$ cat src/hdl/ithx_pkg.sv
// Shared types, constants and helpers for the IPv4/TCP header extractor.
package ithx_pkg;

    localparam logic [15:0] MAX_FRAME_BYTES = 16'd65535;

    localparam logic [1:0] LINK_ETH  = 2'd0;
    localparam logic [1:0] LINK_SLL  = 2'd1;
    localparam logic [1:0] LINK_RAW  = 2'd2;
    localparam logic [1:0] LINK_NONE = 2'd3;

    localparam logic [4:0] IP_OFF_ETH = 5'd14;
    localparam logic [4:0] IP_OFF_SLL = 5'd16;
    localparam logic [4:0] IP_OFF_RAW = 5'd0;

    localparam logic [5:0] MIN_HDR_LEN  = 6'd20;
    localparam logic [7:0] ETHERTYPE_HI = 8'h08;
    localparam logic [7:0] ETHERTYPE_LO = 8'h00;
    localparam logic [3:0] IP_VERSION   = 4'd4;
    localparam logic [7:0] PROTO_TCP    = 8'd6;

    typedef struct packed {
        logic [7:0] data_byte;
        logic       last_byte;
    } ithx_in_t;

    typedef struct packed {
        logic        accepted;
        logic [31:0] source_address;
        logic [31:0] dest_address;
        logic [15:0] source_port;
        logic [15:0] dest_port;
        logic [31:0] sequence_word;
        logic [31:0] ack_word;
        logic [7:0]  tcp_flag_bits;
        logic [15:0] window_size;
        logic [7:0]  payload_start;
        logic [15:0] payload_length;
    } ithx_out_t;

    // Header state of one finished frame, handed from capture to checking.
    typedef struct packed {
        logic [1:0]  link_type;
        logic        overlong;
        logic        ethertype_ok;
        logic [7:0]  version_and_ihl;
        logic [7:0]  protocol_byte;
        logic [15:0] ip_total_length;
        logic [31:0] src_addr;
        logic [31:0] dst_addr;
        logic [31:0] ports;
        logic [63:0] seq_ack;
        logic [31:0] off_flags_win;
        logic [15:0] cap_len;
    } ithx_snap_t;

    function automatic logic [4:0] ip_start(input logic [1:0] link);
        logic [4:0] off;
        unique case (link)
            LINK_ETH: off = IP_OFF_ETH;
            LINK_SLL: off = IP_OFF_SLL;
            default:  off = IP_OFF_RAW;
        endcase
        return off;
    endfunction

endpackage

$ cat src/hdl/ithx_capture.sv
// Per-byte header field capture and byte counter for the current frame.
module ithx_capture (
    input  logic                  aclk,
    input  logic                  aresetn,
    input  logic [1:0]            link_type,
    input  ithx_pkg::ithx_in_t    in_data,
    input  logic                  in_xfer,
    output ithx_pkg::ithx_snap_t  snap
);
    import ithx_pkg::*;

    logic [15:0] byte_count_reg,   byte_count_next;
    logic        ethertype_ok_reg, ethertype_ok_next;
    logic [7:0]  vih_reg,          vih_next;
    logic [7:0]  proto_reg,        proto_next;
    logic [15:0] total_reg,        total_next;
    logic [31:0] src_reg,          src_next;
    logic [31:0] dst_reg,          dst_next;
    logic [31:0] ports_reg,        ports_next;
    logic [63:0] seq_ack_reg,      seq_ack_next;
    logic [31:0] ofw_reg,          ofw_next;

    logic [4:0]  io;
    logic        overlong;
    logic [15:0] r;
    logic [15:0] t;
    logic [5:0]  ihl4;
    logic [2:0]  sa_lane;
    logic [7:0]  b;

    assign io       = ip_start(link_type);
    assign overlong = (byte_count_reg == MAX_FRAME_BYTES);
    assign b        = in_data.data_byte;
    assign r        = byte_count_reg - {11'd0, io};
    assign ihl4     = {vih_reg[3:0], 2'b00};
    assign t        = r - {10'd0, ihl4};
    assign sa_lane  = t[2:0] - 3'd4;

    always_comb begin
        byte_count_next   = byte_count_reg;
        ethertype_ok_next = ethertype_ok_reg;
        vih_next          = vih_reg;
        proto_next        = proto_reg;
        total_next        = total_reg;
        src_next          = src_reg;
        dst_next          = dst_reg;
        ports_next        = ports_reg;
        seq_ack_next      = seq_ack_reg;
        ofw_next          = ofw_reg;
        if (!overlong) begin
            byte_count_next = byte_count_reg + 16'd1;
            if (link_type == LINK_ETH && byte_count_reg == 16'd12) begin
                ethertype_ok_next = (b == ETHERTYPE_HI);
            end
            if (link_type == LINK_ETH && byte_count_reg == 16'd13) begin
                ethertype_ok_next = ethertype_ok_reg && (b == ETHERTYPE_LO);
            end
            if (link_type != LINK_NONE && byte_count_reg >= {11'd0, io}) begin
                if (r == 16'd0) begin
                    vih_next = b;
                end else if (r == 16'd2) begin
                    total_next[15:8] = b;
                end else if (r == 16'd3) begin
                    total_next[7:0] = b;
                end else if (r == 16'd9) begin
                    proto_next = b;
                end else if (r >= 16'd12 && r <= 16'd15) begin
                    src_next[8*r[1:0] +: 8] = b;
                end else if (r >= 16'd16 && r <= 16'd19) begin
                    dst_next[8*r[1:0] +: 8] = b;
                end
                // TCP header, located by the IHL captured earlier
                if (ihl4 >= MIN_HDR_LEN && r >= {10'd0, ihl4}) begin
                    if (t == 16'd0) begin
                        ports_next[15:8] = b;
                    end else if (t == 16'd1) begin
                        ports_next[7:0] = b;
                    end else if (t == 16'd2) begin
                        ports_next[31:24] = b;
                    end else if (t == 16'd3) begin
                        ports_next[23:16] = b;
                    end else if (t >= 16'd4 && t <= 16'd11) begin
                        seq_ack_next[8*sa_lane +: 8] = b;
                    end else if (t == 16'd12) begin
                        ofw_next[7:0] = b;
                    end else if (t == 16'd13) begin
                        ofw_next[15:8] = b;
                    end else if (t == 16'd14) begin
                        ofw_next[31:24] = b;
                    end else if (t == 16'd15) begin
                        ofw_next[23:16] = b;
                    end
                end
            end
        end
    end

    always_comb begin
        snap.link_type       = link_type;
        snap.overlong        = overlong;
        snap.ethertype_ok    = ethertype_ok_next;
        snap.version_and_ihl = vih_next;
        snap.protocol_byte   = proto_next;
        snap.ip_total_length = total_next;
        snap.src_addr        = src_next;
        snap.dst_addr        = dst_next;
        snap.ports           = ports_next;
        snap.seq_ack         = seq_ack_next;
        snap.off_flags_win   = ofw_next;
        snap.cap_len         = byte_count_next;
    end

    always_ff @(posedge aclk) begin
        if (!aresetn || (in_xfer && in_data.last_byte)) begin
            byte_count_reg   <= '0;
            ethertype_ok_reg <= 1'b0;
            vih_reg          <= '0;
            proto_reg        <= '0;
            total_reg        <= '0;
            src_reg          <= '0;
            dst_reg          <= '0;
            ports_reg        <= '0;
            seq_ack_reg      <= '0;
            ofw_reg          <= '0;
        end else if (in_xfer) begin
            byte_count_reg   <= byte_count_next;
            ethertype_ok_reg <= ethertype_ok_next;
            vih_reg          <= vih_next;
            proto_reg        <= proto_next;
            total_reg        <= total_next;
            src_reg          <= src_next;
            dst_reg          <= dst_next;
            ports_reg        <= ports_next;
            seq_ack_reg      <= seq_ack_next;
            ofw_reg          <= ofw_next;
        end
    end

endmodule

$ cat src/hdl/ithx_check.sv
// Frame checks and summary fields for one finished frame.
module ithx_check (
    input  ithx_pkg::ithx_snap_t snap,
    output ithx_pkg::ithx_out_t  result
);
    import ithx_pkg::*;

    logic [4:0]  io;
    logic [16:0] cap17;
    logic [5:0]  ihl4;
    logic [5:0]  thl;
    logic [6:0]  hdr;
    logic [7:0]  po;
    logic [15:0] total_eff;
    logic [15:0] pl_raw;
    logic [15:0] avail;
    logic [15:0] pl;
    logic        ok_link, ok_min, ok_ver, ok_ihl, ok_proto, ok_total, ok_tcp, ok_thl;
    logic        ok;

    assign io        = ip_start(snap.link_type);
    assign cap17     = {1'b0, snap.cap_len};
    assign ihl4      = {snap.version_and_ihl[3:0], 2'b00};
    assign thl       = {snap.off_flags_win[7:4], 2'b00};
    assign hdr       = {1'b0, ihl4} + {1'b0, thl};
    assign po        = {3'd0, io} + {1'b0, hdr};
    assign total_eff = (snap.ip_total_length == 16'd0) ? snap.cap_len - {11'd0, io}
                                                       : snap.ip_total_length;
    assign pl_raw    = (total_eff < {9'd0, hdr}) ? 16'd0 : total_eff - {9'd0, hdr};
    assign avail     = snap.cap_len - {8'd0, po};
    assign pl        = (avail < pl_raw) ? avail : pl_raw;

    assign ok_link  = !snap.overlong && snap.link_type != LINK_NONE
                      && (snap.link_type != LINK_ETH || snap.ethertype_ok);
    assign ok_min   = cap17 >= {12'd0, io} + {11'd0, MIN_HDR_LEN};
    assign ok_ver   = snap.version_and_ihl[7:4] == IP_VERSION;
    assign ok_ihl   = ihl4 >= MIN_HDR_LEN && cap17 >= {12'd0, io} + {11'd0, ihl4};
    assign ok_proto = snap.protocol_byte == PROTO_TCP;
    assign ok_total = cap17 >= {12'd0, io} + {1'b0, total_eff};
    assign ok_tcp   = cap17 >= {12'd0, io} + {11'd0, ihl4} + {11'd0, MIN_HDR_LEN};
    assign ok_thl   = thl >= MIN_HDR_LEN && cap17 >= {9'd0, po};
    assign ok       = ok_link && ok_min && ok_ver && ok_ihl && ok_proto
                      && ok_total && ok_tcp && ok_thl;

    always_comb begin
        result = '0;
        if (ok) begin
            result.accepted       = 1'b1;
            result.source_address = snap.src_addr;
            result.dest_address   = snap.dst_addr;
            result.source_port    = snap.ports[15:0];
            result.dest_port      = snap.ports[31:16];
            result.sequence_word  = snap.seq_ack[31:0];
            result.ack_word       = snap.seq_ack[63:32];
            result.tcp_flag_bits  = snap.off_flags_win[15:8];
            result.window_size    = snap.off_flags_win[31:16];
            result.payload_start  = po;
            result.payload_length = pl;
        end
    end

endmodule

$ cat src/hdl/ipv4_tcp_header_extract.sv
// Top level of the IPv4/TCP header extractor: handshakes, link register, result register.
//
// Input channel (s_): one frame byte per transfer, last_byte set on the final one.
// A byte can be taken every cycle while s_ready is high; header fields are captured
// at fixed offsets as the bytes pass, located from the link type and IPv4 header length.
// Output channel (m_): one summary per frame, produced after the last byte.
// After the last byte's transfer the finished header state is loaded into snap_reg,
// and the checked summary moves into the output register once that register is free.
// Bytes are taken at one per cycle while s_ready is high, with no gap between frames.
// The user writes link_type via cfg_wr_en/cfg_wr_data only while no frame is open; the
// block does not check it; 0 Ethernet, 1 cooked capture, 2 raw IPv4, 3 drops every frame.
// Reset clears the link type to Ethernet, the byte counter, all captured
// fields and the valid flags of both result stages.
// When m_ready is low the summary waits in the output register; a second
// finished frame waits in the stage before it, and only then does s_ready drop.
// Frames longer than 65535 bytes saturate the counter and are rejected.
module ipv4_tcp_header_extract (
    input  logic                aclk,
    input  logic                aresetn,
    input  logic                cfg_wr_en,
    input  logic [1:0]          cfg_wr_data,
    input  logic                s_valid,
    output logic                s_ready,
    input  ithx_pkg::ithx_in_t  s_data,
    output logic                m_valid,
    input  logic                m_ready,
    output ithx_pkg::ithx_out_t m_data
);
    import ithx_pkg::*;

    logic [1:0] link_type_reg;
    logic       e_valid_reg, e_valid_next;
    ithx_snap_t snap_reg;
    ithx_snap_t snap_next;
    logic       m_valid_reg, m_valid_next;
    ithx_out_t  m_data_reg;
    ithx_out_t  result;
    logic       o_free, e_free, s_xfer, last_xfer;

    assign o_free    = !m_valid_reg || m_ready;
    assign e_free    = !e_valid_reg || o_free;
    assign s_ready   = e_free;
    assign s_xfer    = s_valid && s_ready;
    assign last_xfer = s_xfer && s_data.last_byte;

    assign e_valid_next = last_xfer || (e_valid_reg && !o_free);
    assign m_valid_next = o_free ? e_valid_reg : m_valid_reg;

    ithx_capture u_capture (
        .aclk      (aclk),
        .aresetn   (aresetn),
        .link_type (link_type_reg),
        .in_data   (s_data),
        .in_xfer   (s_xfer),
        .snap      (snap_next)
    );

    ithx_check u_check (
        .snap   (snap_reg),
        .result (result)
    );

    always_ff @(posedge aclk) begin
        if (!aresetn) begin
            link_type_reg <= LINK_ETH;
            e_valid_reg   <= 1'b0;
            m_valid_reg   <= 1'b0;
        end else begin
            if (cfg_wr_en) begin
                link_type_reg <= cfg_wr_data;
            end
            e_valid_reg <= e_valid_next;
            m_valid_reg <= m_valid_next;
        end
    end

    always_ff @(posedge aclk) begin
        if (last_xfer) begin
            snap_reg <= snap_next;
        end
        if (o_free) begin
            m_data_reg <= result;
        end
    end

    assign m_valid = m_valid_reg;
    assign m_data  = m_data_reg;

    a_last_loads_stage: assert property (@(posedge aclk) disable iff (!aresetn)
        last_xfer |=> e_valid_reg)
        else $error("finished frame not held for checking");

    a_stage_moves_on: assert property (@(posedge aclk) disable iff (!aresetn)
        (e_valid_reg && o_free) |=> m_valid_reg)
        else $error("checked summary lost between stages");

    a_reject_zeroed: assert property (@(posedge aclk) disable iff (!aresetn)
        (m_valid_reg && !m_data_reg.accepted) |-> (m_data_reg.payload_length == 16'd0
            && m_data_reg.payload_start == 8'd0 && m_data_reg.source_address == 32'd0))
        else $error("rejected frame carries field data");

    a_accept_start: assert property (@(posedge aclk) disable iff (!aresetn)
        (m_valid_reg && m_data_reg.accepted) |-> (m_data_reg.payload_start >= 8'd40))
        else $error("accepted frame with payload inside the headers");

endmodule

$ cat config.mk
export PLATFORM = sky130hd
export DESIGN_NAME = ipv4_tcp_header_extract
export DESIGN_NICKNAME = d
export VERILOG_FILES = /design/src/hdl/ithx_pkg.sv /design/src/hdl/ithx_capture.sv /design/src/hdl/ithx_check.sv /design/src/hdl/ipv4_tcp_header_extract.sv
export SDC_FILE = /design/constraint.sdc
export NUM_CORES = 1
export LEC_CHECK = 0
export BUFFER_PORTS_ARGS = -buffer_cell sky130_fd_sc_hd__buf_4
export CORE_MARGIN = 5
export CORE_UTILIZATION = 37
export CTS_CLUSTER_SIZE = 20
export DETAILED_ROUTE_END_ITERATION = 10
export GPL_ROUTABILITY_DRIVEN = 0
export SKIP_CTS_REPAIR_TIMING = 1
export SLEW_MARGIN = 20
export SYNTH_ARGS = -nofsm -noshare
export SYNTH_HDL_FRONTEND = slang
export SYNTH_HIERARCHICAL = 1
export SYNTH_SLANG_ARGS = --single-unit
$ cat constraint.sdc
create_clock -name aclk -period 46.8 [get_ports aclk]
set_input_delay 14.04 -clock aclk [delete_from_list [all_inputs] [get_ports aclk]]
set_output_delay 14.04 -clock aclk [all_outputs]
set_load 0.02 [all_outputs]
# Word-level counts from Yosys, hierarchy flattened
# Index checks and enable logic that the tools add are counted.
[word_totals]
output_inout_bits = 211
reg_bits = 698
inputBits = 16
elab_cells = 209
[op_classes]
n_addsub = 15
eq_ne = 20
magnitude_cmp = 18
n_reduce_logical = 39
shifts = 4
mux = 77
[ops]
columns = ["cell", "n"]
rows = [
  ["32-bit two-way mux", 26],
  ["64-bit two-way mux", 8],
  ["209-bit two-way mux", 1],
  ["8-bit two-way mux", 23],
  ["16-bit two-way mux", 10],
  ["16-bit by 4-bit == test with 1-bit output (second input constant)", 7],
  ["16-bit by 17-bit >= comparator with 1-bit output", 4],
  ["32-bit bitwise mux", 2],
  ["64-bit bitwise mux", 1],
  ["16-bit by 2-bit == test with 1-bit output (second input constant)", 4],
  ["8-bit by 34-bit variable shift with 64-bit output (first input constant)", 1],
  ["8-bit by 34-bit indexed part select with 64-bit output", 1],
  ["16-bit logical NOT", 3],
  ["5-bit negation with 34-bit output", 1],
  ["6-bit negation with 34-bit output", 1],
  ["8-bit by 34-bit variable shift with 32-bit output (first input constant)", 1],
  ["8-bit by 34-bit indexed part select with 32-bit output", 1],
  ["16-bit by 4-bit <= comparator with 1-bit output (second input constant)", 2],
  ["16-bit by 5-bit subtractor with 16-bit output", 2],
  ["24-bit two-way mux", 1],
  ["1-bit logical AND", 22],
  ["5-bit one-hot mux with 2 select lines", 2],
  ["6-bit by 5-bit >= comparator with 1-bit output (second input constant)", 3],
  ["17-bit by 5-bit adder with 17-bit output (second input constant)", 1],
  ["32 further kinds", 45],
]

# Longest topological paths before layout
[logic_depth]
depth_word = 17
depth_mapped = 31
ltp_nobuf = 27

# Hierarchy
# The synthesis kept the hierarchy.
[modules_own_cells]
columns = ["module", "seq_area_each_um2", "area_per_inst_um2", "cells_each", "n_inst"]
rows = [
  ["ithx_capture", 4824.6, 14655.3, 1672, 1],
  ["ipv4_tcp_header_extract", 13683.1, 13777.0, 469, 1],
  ["ithx_check", 0.0, 5072.4, 713, 1],
]

# Worst setup path before layout
# No wires, ideal clock.
[synth_path]
kind = "input to output"
from = "input m_ready"
to = "output s_ready"
setup_slack_ns = 18.542
path_stages = 1
t_arrival_ns = 14.218
path_buffers = 0
required_time_ns = 32.760
path_cell_list = "nand3b_4"
[synth_between]
elab_chain_cells = 2
[synth_lines]
columns = ["element", "line", "text"]
rows = [
  ["start, declared", "ipv4_tcp_header_extract.sv:26", "input logic m_ready,"],
  ["1-bit logical OR", "ipv4_tcp_header_extract.sv:40", "assign o_free = !m_valid_reg || m_ready;"],
  ["1-bit logical OR", "ipv4_tcp_header_extract.sv:41", "assign e_free = !e_valid_reg || o_free;"],
  ["end, declared", "ipv4_tcp_header_extract.sv:23", "output logic s_ready,"],
]
# No other way between the ends.

# Worst setup path after layout
# Same ends and word-level chain as after synthesis.

==> metrics.yaml <==
flow_run:
  max_cap_violations: 0
power_and_ir_drop:
  p_leak_nw: 15.5
  p_per_area_nw_per_um2: 37.1
  vdd_ir_drop_max_v: 0.0000224
place:
  io_buffers: 226
  placed_area_sq_um: 35700
  dp_hpwl_mm: 58.2
timing:
  period_needed_ns: 28.52
  hold_viol: 0
  setup_viol: 0
  final.period_utilization_pct: 60.9
  clock.fmax_mhz: 35.1
  tightest_slew_ns: 1.17
  timing.hold.ws_ns: 0.455
  rsz0062_at_grt: "false"
  slew_viol_final: 0
  setup_tns_ns: 0
  skew_ns: 0.0327
  max-slew-margin-rel_pct: 21.9
grt:
  grt.total_usage_pct: 18.0
  grt_pass1_vias: 21500
  grt.overflow.total: 0
  grt_pass1_wl_mm: 133
  antenna_found_initial: 4
  grt_max_degree: 100
clocking:
  root_buffer: "clkbuf_16"
  cts.path.max_buffers: 3
  cts.sinks: 690
  cts_buffers: 76
  clk_pin_slew_ns: 0.06
  htree_levels: 3
  insertion_delay_ns: 0.65
  cts_tree: "done"
setup_path:
  path_cells: "buf_4 > nand3b_4 > buf_4"
  cp-start-kind: "input port"
  cp_slowest_cell: "buf_4"
  arrival_ns: 14.48
  path_class: "in2out"
  path_buf_inv: 2
  timing.rr.start: "snap_reg[243]"
  worstSetupEndpointType: "primary output"
  cp_data_required_time_ns: 32.76
  cp.depth: 3
  crit_path_max_fanout: 4
  r2r_cells: 27
  slowest_delay_ns: 0.17
  critPathTopFamily: "buffers and inverters"
  rrSetupSlack_ns: 39.24
  cp_common_cell: "buf_4"
  r2r-end: "m_data[9]"
final_layout:
  area_growth_pct: 15.8
  design_area_sq_um: 38500
  fin_nets: 3096
  drive_gt1_share_pct: 21.7
  fillers: 8218
  largest_reg_flops: 240
min_path:
  min_from: "u_capture/seq_ack_reg[36]"
  hold_path_end: "u_capture/seq_ack_reg[36]"
  hp-class: "reg2reg"
  hold_depth: 2
synth:
  syn_area_sq_um: 33200
  syn_area_per_cell_sq_um: 11.7
  syn_inst: 2834
  yosys_warnings: 6
  syn_nets: 2948
floorplanning:
  die_h_microns: 310
  core_sq_um: 88800
  dieArea_sq_um: 95800
  rows: 109
  die_width_microns: 310
  initial_core_util_pct: 37.4
  io_pins: 227
detailed_routing:
  wl_per_cell_microns: 21.2
  drc_errors: 0
  routed_wl_mm: 89.1
  dr.pass1.iters: 6
  dr.first_iter.drc_count: 1748
  vias: 22200
  viasPerCell: 5.26
  ant_nets: 0
status:
  status: "finished clean"
==> power breakdown <==
group          internal (W)  leakage (nW)  switching [W]
registers          0.000657          6.74     0.00000709
logic             0.0000353          7.48      0.0000793
clock network      0.000387          1.31       0.000259
==> cells in the final DEF, fill, tap and decap left out, types with 8 or more instances in the layout <==
master and n:
a211oi_1 9, a21boi_1 13, a21o_1 19, a21oi_1 134
and2_1 213, and3_1 27, buf_4 253, bufinv_16 12
clkbuf_1 13, clkbuf_16 78, clkinv_1 11, dfxtp_1 241
edfxtp_1 449, fa_1 8, ha_1 90, inv_1 46
mux2_2 221, mux2i_1 142, nand2_1 268, nand2b_1 16
nand3_1 127, nand4_1 36, nor2_1 111, nor2b_1 38
nor3_1 33, nor4_1 19, nor4_4 25, o211ai_1 11
o21a_1 12, o21ai_0 116, or3_1 14, or4_1 17
xnor2_1 36, xor2_1 35
==> tightest hold or removal path, stage by stage (launching register included) <==
cell	delay, ns
dfxtp_1	0.30
nand2_1	0.05
mux2i_1	0.05
==> cell type report <==
class	count	area, sq um	area share [%]
Antenna cell	1	2.50	0.00651
Clock buffer	97	2080	5.42
Clock inverter	45	659	1.71
Inverter	47	176	0.459
Multi-Input combinational cell	1914	13900	36.1
Sequential cell	690	18300	47.6
Tap cell	1165	1460	3.79
Timing Repair Buffer	253	1900	4.94
==> how the worst max path moves through the flow <==
stage	start	endpoint	slack, ns
6_report	m_ready	s_ready	18.28
2_1_floorplan	m_ready	s_ready	18.54
5_1_grt	m_ready	s_ready	18.26
4_1_cts	m_ready	s_ready	18.28
3_3_place_gp	m_ready	s_ready	18.29
3_5_place_dp	m_ready	s_ready	18.28
==> through the flow <==
stage          cells  util (%)  total power, W  setup WS (ns)
5_1_grt         4211      43.3         0.00148          18.26
4_1_cts         4211      43.3         0.00144          18.28
3_5_place_dp    4069      40.2        0.000791          18.28
2_1_floorplan   2834         -        0.000756          18.54
6_report        4212      43.3         0.00142          18.28
3_3_place_gp    4069      40.2        0.000791          18.29
==> routing by layer <==
| metal | up-vias | global-route usage (%) | wire length (microns) |
|---|---|---|---|
| met5 | - | 0.693 | 96 |
| met4 | 6 | 5.10 | 1870 |
| met3 | 123 | 3.15 | 5220 |
| met2 | 662 | 27.7 | 40400 |
| met1 | 10800 | 26.2 | 41500 |
| li1 | 10600 | - | - |
Power figures use the tool's default switching activity.
